$ cat src/chbd_pkg.sv
// Shared types, constants and helper functions for the chunked body decoder.
package chbd_pkg;

    // Width of the chunk size, the byte counter and the hex accumulator.
    localparam int SIZE_BITS = 32;

    // Result kinds.
    localparam logic [1:0] KIND_PAYLOAD = 2'd0;
    localparam logic [1:0] KIND_END     = 2'd1;
    localparam logic [1:0] KIND_ERROR   = 2'd2;

    // Framing characters.
    localparam logic [7:0] CH_NUL   = 8'h00;
    localparam logic [7:0] CH_LF    = 8'h0A;
    localparam logic [7:0] CH_CR    = 8'h0D;
    localparam logic [7:0] CH_SPACE = 8'h20;
    localparam logic [7:0] CH_ZERO  = 8'h30;
    localparam logic [7:0] CH_NINE  = 8'h39;
    localparam logic [7:0] CH_UC_A  = 8'h41;
    localparam logic [7:0] CH_UC_F  = 8'h46;
    localparam logic [7:0] CH_LC_A  = 8'h61;
    localparam logic [7:0] CH_LC_F  = 8'h66;

    // One result item.
    typedef struct packed {
        logic [7:0] data;
        logic [1:0] kind;
    } result_t;

    // Hex digit decode: bit 4 set means the byte is a hex digit.
    function automatic logic [4:0] hex_decode(input logic [7:0] c);
        logic [7:0] t;
        begin
            t = 8'd0;
            if (c >= CH_ZERO && c <= CH_NINE) begin
                t = c - CH_ZERO;
                hex_decode = {1'b1, t[3:0]};
            end else if (c >= CH_LC_A && c <= CH_LC_F) begin
                t = c - CH_LC_A + 8'd10;
                hex_decode = {1'b1, t[3:0]};
            end else if (c >= CH_UC_A && c <= CH_UC_F) begin
                t = c - CH_UC_A + 8'd10;
                hex_decode = {1'b1, t[3:0]};
            end else begin
                hex_decode = 5'd0;
            end
        end
    endfunction

endpackage

$ cat src/chbd_step.sv
// Decoder state and the per-item update logic for header and data modes.
module chbd_step
    import chbd_pkg::*;
(
    input  logic         clk,
    input  logic         rst_n,
    input  logic         fire,
    input  logic [7:0]   item_byte,
    output logic         res_valid,
    output result_t      res
);

    localparam logic [1:0] PH_SPACES = 2'd0;
    localparam logic [1:0] PH_DIGITS = 2'd1;
    localparam logic [1:0] PH_DONE   = 2'd2;

    logic                 data_mode_reg, data_mode_next;
    logic [SIZE_BITS-1:0] chunk_len_reg, chunk_len_next;
    logic [SIZE_BITS-1:0] passed_reg, passed_next;
    logic [SIZE_BITS-1:0] acc_reg, acc_next;
    logic [1:0]           phase_reg, phase_next;
    logic [1:0]           line_sat_reg, line_sat_next;
    logic                 last_cr_reg, last_cr_next;

    logic                 produce;
    logic [4:0]           hex;
    logic [SIZE_BITS-1:0] passed_inc;

    assign hex        = hex_decode(item_byte);
    assign passed_inc = passed_reg + {{(SIZE_BITS-1){1'b0}}, 1'b1};

    // Next state and result for the item in the input register.
    always_comb
    begin
        data_mode_next = data_mode_reg;
        chunk_len_next = chunk_len_reg;
        passed_next    = passed_reg;
        acc_next       = acc_reg;
        phase_next     = phase_reg;
        line_sat_next  = line_sat_reg;
        last_cr_next   = last_cr_reg;
        produce        = 1'b0;
        res.data       = 8'd0;
        res.kind       = KIND_PAYLOAD;
        priority if (data_mode_reg)
        begin
            produce     = 1'b1;
            res.data    = item_byte;
            passed_next = passed_inc;
            if (passed_inc == chunk_len_reg)
            begin
                data_mode_next = 1'b0;
            end
        end
        else if (item_byte == CH_NUL)
        begin
            // A NUL in a header line reports an error and changes nothing.
            produce  = 1'b1;
            res.kind = KIND_ERROR;
        end
        else if (item_byte != CH_LF)
        begin
            // Gather size digits after leading spaces.
            if (phase_reg == PH_SPACES && item_byte == CH_SPACE)
            begin
                phase_next = phase_reg;
            end
            else if ((phase_reg == PH_SPACES || phase_reg == PH_DIGITS) && hex[4])
            begin
                acc_next   = {acc_reg[SIZE_BITS-5:0], hex[3:0]};
                phase_next = PH_DIGITS;
            end
            else
            begin
                phase_next = PH_DONE;
            end
            if (line_sat_reg < 2'd2)
            begin
                line_sat_next = line_sat_reg + 2'd1;
            end
            last_cr_next = (item_byte == CH_CR);
        end
        else
        begin
            // End of line: either a chunk tail or a size line.
            passed_next   = '0;
            acc_next      = '0;
            phase_next    = PH_SPACES;
            line_sat_next = 2'd0;
            last_cr_next  = 1'b0;
            if (line_sat_reg == 2'd0 || (line_sat_reg == 2'd1 && last_cr_reg))
            begin
                chunk_len_next = '0;
            end
            else
            begin
                chunk_len_next = acc_reg;
                if (acc_reg == '0)
                begin
                    produce  = 1'b1;
                    res.kind = KIND_END;
                end
                else
                begin
                    data_mode_next = 1'b1;
                end
            end
        end
    end

    assign res_valid = fire && produce;

    // State registers advance once per processed item.
    always_ff @(posedge clk or negedge rst_n)
    begin
        if (!rst_n)
        begin
            data_mode_reg <= 1'b0;
            chunk_len_reg <= '0;
            passed_reg    <= '0;
            acc_reg       <= '0;
            phase_reg     <= PH_SPACES;
            line_sat_reg  <= 2'd0;
            last_cr_reg   <= 1'b0;
        end
        else if (fire)
        begin
            data_mode_reg <= data_mode_next;
            chunk_len_reg <= chunk_len_next;
            passed_reg    <= passed_next;
            acc_reg       <= acc_next;
            phase_reg     <= phase_next;
            line_sat_reg  <= line_sat_next;
            last_cr_reg   <= last_cr_next;
        end
    end

endmodule

$ cat src/chbd_out_reg.sv
// Result register that holds one item until the output side takes it.
module chbd_out_reg
    import chbd_pkg::*;
(
    input  logic      clk,
    input  logic      rst_n,
    input  logic      res_valid,
    input  result_t   res,
    output logic      load,
    output logic      out_valid,
    input  logic      out_ready,
    output result_t   out_res
);

    logic    valid_reg;
    result_t res_reg;

    // The register may take a new result when empty or being emptied.
    assign load      = !valid_reg || out_ready;
    assign out_valid = valid_reg;
    assign out_res   = res_reg;

    always_ff @(posedge clk or negedge rst_n)
    begin
        if (!rst_n)
        begin
            valid_reg <= 1'b0;
        end
        else if (load)
        begin
            valid_reg <= res_valid;
        end
    end

    // Payload register needs no reset.
    always_ff @(posedge clk)
    begin
        if (load && res_valid)
        begin
            res_reg <= res;
        end
    end

endmodule

$ cat src/http_chunked_body_decoder_top.sv
// Top level of the HTTP chunked body decoder: input register, step logic, result register.
//
//   Channel | Signals                      | Role
//   --------+------------------------------+-----------------------------------
//   input   | in_valid, in_ready, in_byte  | raw chunked body, one byte an item
//   output  | out_valid, out_ready,        | payload byte, end of body or error
//           | out_byte, kind               |
//
// One item per cycle sustained while results are taken; an item's result is held in the
// input register and then in the result register around the step logic before it is
// presented. A byte that causes no result still takes its slot in the input register.
// Reset is asynchronous, active low, and puts the decoder in header mode with all
// counters cleared. While a result waits with out_ready low the step logic stalls, even
// for bytes that cause no result; an empty input register still takes one more item
// before in_ready drops.
module http_chunked_body_decoder_top
    import chbd_pkg::*;
(
    input  logic       clk,
    input  logic       rst_n,
    input  logic       in_valid,
    output logic       in_ready,
    input  logic [7:0] in_byte,
    output logic       out_valid,
    input  logic       out_ready,
    output logic [7:0] out_byte,
    output logic [1:0] kind
);

    logic       in_valid_reg;
    logic [7:0] in_byte_reg;
    logic       out_free;
    logic       fire;
    logic       res_valid;
    result_t    res;
    result_t    out_res;

    // The held item is processed once the result register can take its result.
    assign fire     = in_valid_reg && out_free;
    assign in_ready = !in_valid_reg || out_free;

    // Input register.
    always_ff @(posedge clk or negedge rst_n)
    begin
        if (!rst_n)
        begin
            in_valid_reg <= 1'b0;
        end
        else if (in_ready)
        begin
            in_valid_reg <= in_valid;
        end
    end

    always_ff @(posedge clk)
    begin
        if (in_valid && in_ready)
        begin
            in_byte_reg <= in_byte;
        end
    end

    chbd_step u_step (
        .clk       (clk),
        .rst_n     (rst_n),
        .fire      (fire),
        .item_byte (in_byte_reg),
        .res_valid (res_valid),
        .res       (res)
    );

    chbd_out_reg u_out (
        .clk       (clk),
        .rst_n     (rst_n),
        .res_valid (res_valid),
        .res       (res),
        .load      (out_free),
        .out_valid (out_valid),
        .out_ready (out_ready),
        .out_res   (out_res)
    );

    assign out_byte = out_res.data;
    assign kind     = out_res.kind;

`ifndef SYNTHESIS
    // Only the three defined result kinds ever leave the block.
    assert property (@(posedge clk) disable iff (!rst_n)
        out_valid |-> (kind == KIND_PAYLOAD || kind == KIND_END || kind == KIND_ERROR))
        else $error("undefined result kind");

    // Framing results carry a zero byte.
    assert property (@(posedge clk) disable iff (!rst_n)
        (out_valid && kind != KIND_PAYLOAD) |-> (out_byte == 8'd0))
        else $error("framing result with nonzero byte");

    // A held input item that cannot advance is kept, not dropped.
    assert property (@(posedge clk) disable iff (!rst_n)
        (in_valid_reg && !out_free) |=> (in_valid_reg && $stable(in_byte_reg)))
        else $error("stalled input item lost");
`endif

endmodule

$ cat config.mk
export PLATFORM = sky130hd
export DESIGN_NAME = http_chunked_body_decoder_top
export DESIGN_NICKNAME = d
export VERILOG_FILES = /design/src/chbd_pkg.sv /design/src/chbd_step.sv /design/src/chbd_out_reg.sv /design/src/http_chunked_body_decoder_top.sv
export SDC_FILE = /design/constraint.sdc
export NUM_CORES = 1
export LEC_CHECK = 0
export ABC_AREA = 1
export CORE_UTILIZATION = 65
export CTS_CLUSTER_DIAMETER = 50
export DETAILED_ROUTE_END_ITERATION = 7
export DONT_BUFFER_PORTS = 1
export GPL_ROUTABILITY_DRIVEN = 1
export PLACE_DENSITY = 0.85
export SLEW_MARGIN = 25
export SYNTH_ARGS = -nofsm -noshare
export SYNTH_HDL_FRONTEND = slang
export SYNTH_SLANG_ARGS = --single-unit
$ cat constraint.sdc
create_clock -name clk -period 3.2 [get_ports clk]
set_input_delay 0.64 -clock clk [delete_from_list [all_inputs] [get_ports clk]]
set_output_delay 0.64 -clock clk [all_outputs]
set_load 0.1 [all_outputs]
Yosys cells after proc, flatten, opt, wreduce, memory -nomap -nowiden
Index checks and enable logic that the tools add are counted.

word-level totals
  latch bits = 0
  register bits = 122
  input port bits = 12
  word-level logic and storage cells = 99
  RAM bits = 0
  output and inout port bits = 12
  bits in read-only memories = 0
  memories = 0

cells by class
  bitwise operators = 3
  order comparisons = 7
  div/mod/pow operators = 0
  equality and inequality tests = 11
  shift-type cells = 0
  multiplexer cells = 31
  multipliers = 0
  reduce and logical (&&, ||, !) cells = 27
  add/subtract/negate cells = 7

operator list
  operator                                                                 number
  32-bit 2-to-1 mux                                                        7
  32-bit by 1-bit adder with 32-bit output, second input constant          1
  32-bit equality test                                                     1
  32-bit logical NOT                                                       1
  8-bit by 7-bit >= comparator with 1-bit output, second input constant    2
  8-bit by 7-bit <= comparator with 1-bit output, second input constant    2
  2-bit 2-to-1 mux                                                         8
  5-bit 2-to-1 mux                                                         3
  1-bit 2-to-1 mux                                                         13
  4-bit AND reduction                                                      3
  4-bit by 1-bit subtractor with 4-bit output, second input constant       3
  1-bit logical AND                                                        10
  4-bit adder, second input constant                                       2
  8-bit by 4-bit equality test with 1-bit output, second input constant    1
  8-bit by 6-bit equality test with 1-bit output, second input constant    1
  8-bit by 6-bit >= comparator with 1-bit output, second input constant    1
  8-bit by 6-bit <= comparator with 1-bit output, second input constant    1
  8-bit logical NOT                                                        1
  8-bit by 4-bit inequality test with 1-bit output, second input constant  1
  2-bit inequality test, second input constant                             3
  3-bit AND reduction                                                      2
  5-bit AND reduction                                                      1
  2-bit by 1-bit equality test with 1-bit output, second input constant    2
  2-bit logical NOT                                                        2
  other kinds (7)                                                          14

Depth between registers and ports, before layout
  word-level depth = 9
  depth in mapped cells = 16
  gate-level depth less buffers = 16

Hierarchy
From an unflattened synthesis, not the netlist that was laid out.

second synthesis, totals
  cell total of the unflattened synthesis = 827
  area total of the unflattened synthesis = 6516.2 um^2

by module, submodules not included
  module                         area each (um^2)  seq. area each (um^2)  instances  cells an instance
  chbd_step                      5878.1            2552.4                 1          795
  chbd_out_reg                   345.3             325.3                  1          16
  http_chunked_body_decoder_top  292.8             265.3                  1          16

Worst setup path after synthesis
Ideal clock, no wire load.

  kind = register -> register
  start = reg u_out.valid_reg (netlist: u_out.out_valid)
  end = reg in_byte_reg[0] (enable)
  arrival time = 2.432 ns
  setup time = 0.279 ns
  data required time = 2.921 ns
  buffers on the path = 0
  path slack = 0.489 ns
  stages on the path, launching flop included = 4
  clock period less this slack = 2.711 ns
  cell sequence = dfrtp_1 -> nand3_1 -> nand2_1 -> inv_1

on the way
  longest elaborated chain between the ends = 4

RTL lines
  element                   line                                 source
  start: declaration        chbd_out_reg.sv:15                   logic valid_reg;
  start signal: assignment  chbd_out_reg.sv:31                   valid_reg <= res_valid;
  1-bit logical NOT         chbd_out_reg.sv:19                   assign load = !valid_reg || out_ready;
  1-bit logical OR          chbd_out_reg.sv:19
  1-bit logical OR          http_chunked_body_decoder_top.sv:40  assign in_ready = !in_valid_reg || out_free;
  named net in_ready        http_chunked_body_decoder_top.sv:22  output logic in_ready,
  1-bit logical AND         http_chunked_body_decoder_top.sv:57  if (in_valid && in_ready)
  end signal: assignment    http_chunked_body_decoder_top.sv:59  in_byte_reg <= in_byte;
  end: declaration          http_chunked_body_decoder_top.sv:31  logic [7:0] in_byte_reg;

The timed path passes the listed nets, and every way through them passes these cells.
A chain may end at the register's enable or synchronous reset.

Worst setup path after layout
  start = reg in_byte_reg[0]
  end = reg u_step.acc_reg[2]

on the way
  longest elaborated chain between the ends = 8
  elaborated cells between the ends (all ways) = 29
  classes of those cells = 5 x add/sub; 6 x order compare; 4 x eq/ne; 6 x mux; 1 x bitwise; 7 x reduce/logical

RTL lines
  element                                                              line                                            source
  4-bit by 1-bit subtractor with 4-bit output (tied with other cells)  chbd_pkg.sv:39, chbd_pkg.sv:42
  4-bit adder or 1-bit logical AND (tied branches)                     chbd_pkg.sv:39, chbd_pkg.sv:42, chbd_pkg.sv:41
  5-bit 2-to-1 mux                                                     chbd_pkg.sv:41                                  end else if (c >= CH_UC_A && c <= CH_UC_F) begin
  5-bit 2-to-1 mux                                                     chbd_pkg.sv:38                                  end else if (c >= CH_LC_A && c <= CH_LC_F) begin
  5-bit 2-to-1 mux                                                     chbd_pkg.sv:35                                  if (c >= CH_ZERO && c <= CH_NINE) begin
  32-bit 2-to-1 mux or 1-bit logical AND (tied branches)               chbd_step.sv:68                                 else if ((phase_reg == PH_SPACES || phase_reg == PH_DIGITS) && hex[4])
  32-bit 2-to-1 mux or 2-bit inequality test (tied branches)           n/a
  32-bit 2-to-1 mux or 5-bit AND reduction (tied branches)             n/a
  end signal: assignment                                               chbd_step.sv:131                                acc_reg <= acc_next;
  end: declaration                                                     chbd_step.sv:20                                 logic [SIZE_BITS-1:0] acc_reg, acc_next;

Several ways; a longest one is shown, not always the timed one. The select of a mux whose other input is x is not followed.

==> impl_metrics.csv <==
group,metric,value,unit
run_status,status,"complete, no violations",
sta,finalCriticalPeriod,2.49,ns
floorplanning,dieArea,10400,um2
clock_tree,cts.sinks,122,
placed_design,dpl.hpwl,12400,um
sta,slew_viol_final,0,
global_route,track_usage,36.6,%
placed_design,dp_cells,956,
sta,setup_viol,0,
sta,post-route-period-util,77.8,%
route,drc,0,
clock_tree,cts_buffer_depth,2,
sta,fmax,402,MHz
worst_hold_path,min_path_type,"input pin to asynchronous set/reset pin",
yosys,syn-cell-area,6500,um2
global_route,grt.overflow.total,0,
sta,grt_setup_unrepaired,"false",
global_route,grt_max_degree,105,
setup_path,critPathKind,"flip-flop to flip-flop",
sta,report.final.hold_viol_count,0,
yosys,synth_edf_count,18,
cells_and_area,fillCellCount,754,
cells_and_area,drive_gt1_share,8.18,%
clock_tree,worstSkewPairLatency,0.54,ns
yosys,ys_seq_elements,122,
cells_and_area,seq_area,3140,um2
route,routed_via_density,5.99,
route,top_layer,"met4",
cells_and_area,antenna_cells,0,
global_route,grt_antenna_before_repair,0,
placed_design,port_buffers,0,
setup_path,cp-start-kind,"flip-flop",
setup_path,cp.required,3.64,ns
floorplanning,fp-row-count,36,
clock_tree,cts_buffers,17,
cells_and_area,multiInputGateArea,2750,um2
sta,hold_ws,0.0422,ns
floorplanning,coreArea,9730,um2
clock_tree,cts_resized,0,
pwr,power.switching,2220,uW
sta,tns,0,ns
yosys,syn-num-nets,852,
route,dr_wl_met2,8600,um
pwr,p_comb_share,27.9,%
cells_and_area,syn2layout_area_growth,11.2,%
yosys,synth_cell_types,34,
sta,relSlewSlack,36.7,%
yosys,ys_warn_count,0,
cells_and_area,layout.nets,862,
floorplanning,die_h,102,um
yosys,ys_async_sr_fraction,85.2,%
route,vias,5922,
route,wl_met1,6690,um
pwr,p_clk_share,30.7,%
route,routed_wl,17600,um
pwr,seq_power_share,41.4,%
setup_path,path_max_fanout,33,
clock_tree,cts_tree,"built",
setup_path,cp-end-kind,"flip-flop",
global_route,grt_pass1_vias,5834,
global_route,grt_pass1_wl,28000,um
pwr,intPower,3500,uW
clock_tree,h-tree-depth,4,
flow_run,maxCapViolCount,0,
yosys,postSynthAreaPerCell,7.81,um2
floorplanning,start_util,66.8,%
yosys,synth_cells,833,
route,route.met3.wl,1570,um
cells_and_area,post-route-util,74.3,%
placed_design,gp_congestion,0.957,
route,drtAntennaViolNets,0,
route,drtIter0Drc,478,
floorplanning,die_w,102,um
clock_tree,clk_root_buffer_cell,"clkbuf_8",
pwr,swShare,38.8,%
pwr,ir_drop,0.421,mV
pwr,power_density,790,nW/um2
route,dr.pass1.iters,5,
cells_and_area,instances_no_fill,989,
sta,finalClockSkew,0.00737,ns
setup_path,worstPathArrival,2.93,ns
clock_tree,clk_pin_slew,0.06,ns
sta,tightest_slew,0.951,ns
yosys,synth-main-ff-cell,"dfrtp_1",
route,wl_per_cell,17.8,um
pwr,p_leak,0.00364,uW
yosys,seq_area_frac_synth,48.3,%
floorplanning,ioPinCount,24,
[power by group through the flow]
stage / combinational [uW] / clock [uW] / sequential [uW]
2_1_floorplan: 1200 / 0 / 2260
3_3_place_gp: 1450 / 0 / 2340
3_5_place_dp: 1520 / 0 / 2370
4_1_cts: 1570 / 1760 / 2350
5_1_grt: 1780 / 1840 / 2410
6_report: 1600 / 1750 / 2360
[routing by layer]
layer / global-route usage (%) / vias to the layer above
met1: 44.0 / 2800
met2: 61.0 / 312
met4: 18.5 / 0
met5: 0 / -
li1: - / 2750
met3: 9.37 / 60
[logic make-up after synthesis]
group | after synthesis | share of synthesized area (%)
buffers and inverters | 159 | 9.47
and+or+nand+nor | 416 | 28.7
DFF | 122 | 48.3
AOI/OAI and AO/OA | 123 | 11.1
adders and majority gates | 7 | 1.35
xor gates and xnor gates | 6 | 1.02
[critical path: stages, from the launching register on]
cell	delay, ns
edfxtp_1	0.50
inv_1	0.13
ha_1	0.16
nand2_1	0.08
nor2_1	0.16
inv_2	0.05
nor2_1	0.21
nor2_2	0.09
nand2_4	0.11
inv_2	0.05
nand2_1	0.08
inv_2	0.04
nand2_2	0.08
nand2_2	0.33
o21ai_0	0.30
[cells in the final DEF, fill, tap and decap left out, types with 2 or more instances in the layout]
cell type   synthesis  final
nand4_1             6      6
o21ai_0            33     33
nor4_1              9      9
clkinvlp_4          0      3
dfrtp_1           104    104
edfxtp_1           18     18
clkinv_4            0      6
inv_2               6      6
a21oi_1            10      9
nor2_2              6      6
inv_1             135    135
o211ai_1            3      3
buf_4               2      7
clkbuf_16           0     16
nand3b_1            3      3
nor2_1             65     65
nand3_1            90     90
nand2_2             8      8
nor2_8              2      2
xor2_1              4      4
clkinv_1            0      2
ha_1                7      7
nand2_1           212    212
nand2_4             4      4
nor2_4              5      5
o22ai_1            72     72
nor3_1              4      4
[worst paths after layout]
path	slack (ns)	start	cells after the start	endpoint
setup / recovery	0.71	in_byte_reg[0]$_DFFE_PP_	14	u_step.acc_reg[2]$_DFFE_PN0P_
hold / removal	0.04	rst_n	1	u_step.acc_reg[6]$_DFFE_PN0P_
setup reg to reg	0.71	in_byte_reg[0]$_DFFE_PP_	14	u_step.acc_reg[2]$_DFFE_PN0P_
hold reg to reg	0.50	u_step.line_sat_reg[0]$_DFFE_PN0P_	1	u_step.line_sat_reg[0]$_DFFE_PN0P_
max in group asynchronous	2.76	rst_n	1	u_step.chunk_len_reg[20]$_DFFE_PN0P_
min in group clk	0.20	in_byte[3]	0	in_byte_reg[3]$_DFFE_PP_
[repair_timing]
item,in CTS,in global routing
endpoints found under the hold margin,104,0
hold buffers,1,0
setup buffers,0,0
[per-stage QoR]
step | worst slack [ns] | cell area, um2 | total power, uW
2_1_floorplan | 0.489 | 6500 | 3450
3_3_place_gp | 0.868 | 6660 | 3790
3_5_place_dp | 0.797 | 6660 | 3890
4_1_cts | 0.735 | 7230 | 5680
5_1_grt | 0.434 | 7230 | 6040
6_report | 0.712 | 7230 | 5720
[Yosys cell counts (2+ instances only)]
| cell type | n | share of area, % |
|---|---|---|
| nor4_1 | 9 | 0.87 |
| nand2_2 | 8 | 0.77 |
| o21ai_0 | 33 | 2.5 |
| nor2_2 | 6 | 0.58 |
| o211ai_1 | 3 | 0.35 |
| buf_2 | 9 | 0.69 |
| nand4_1 | 6 | 0.58 |
| nor2_1 | 65 | 3.8 |
| nand2_1 | 212 | 12 |
| nor2_4 | 5 | 0.87 |
| inv_2 | 6 | 0.35 |
| inv_1 | 135 | 7.8 |
| xor2_1 | 4 | 0.54 |
| a21oi_1 | 10 | 0.77 |
| clkbuf_1 | 7 | 0.40 |
| dfrtp_1 | 104 | 40 |
| nand2_4 | 4 | 0.69 |
| buf_4 | 2 | 0.23 |
| nor3_1 | 4 | 0.31 |
| nor2_8 | 2 | 0.62 |
| ha_1 | 7 | 1.3 |
| nand3_1 | 90 | 6.9 |
| nand3b_1 | 3 | 0.35 |
| edfxtp_1 | 18 | 8.3 |
| o22ai_1 | 72 | 6.9 |
[area by class of cell]
class	instances	area share (%)
sequential	122	43.5
multi-input combinational	552	38.0
inverter	141	7.32
clock buffer	18	5.78
tap	133	2.30
clock inverter	14	1.75
timing repair buffer	9	1.38
Power figures use the tool's default switching activity.
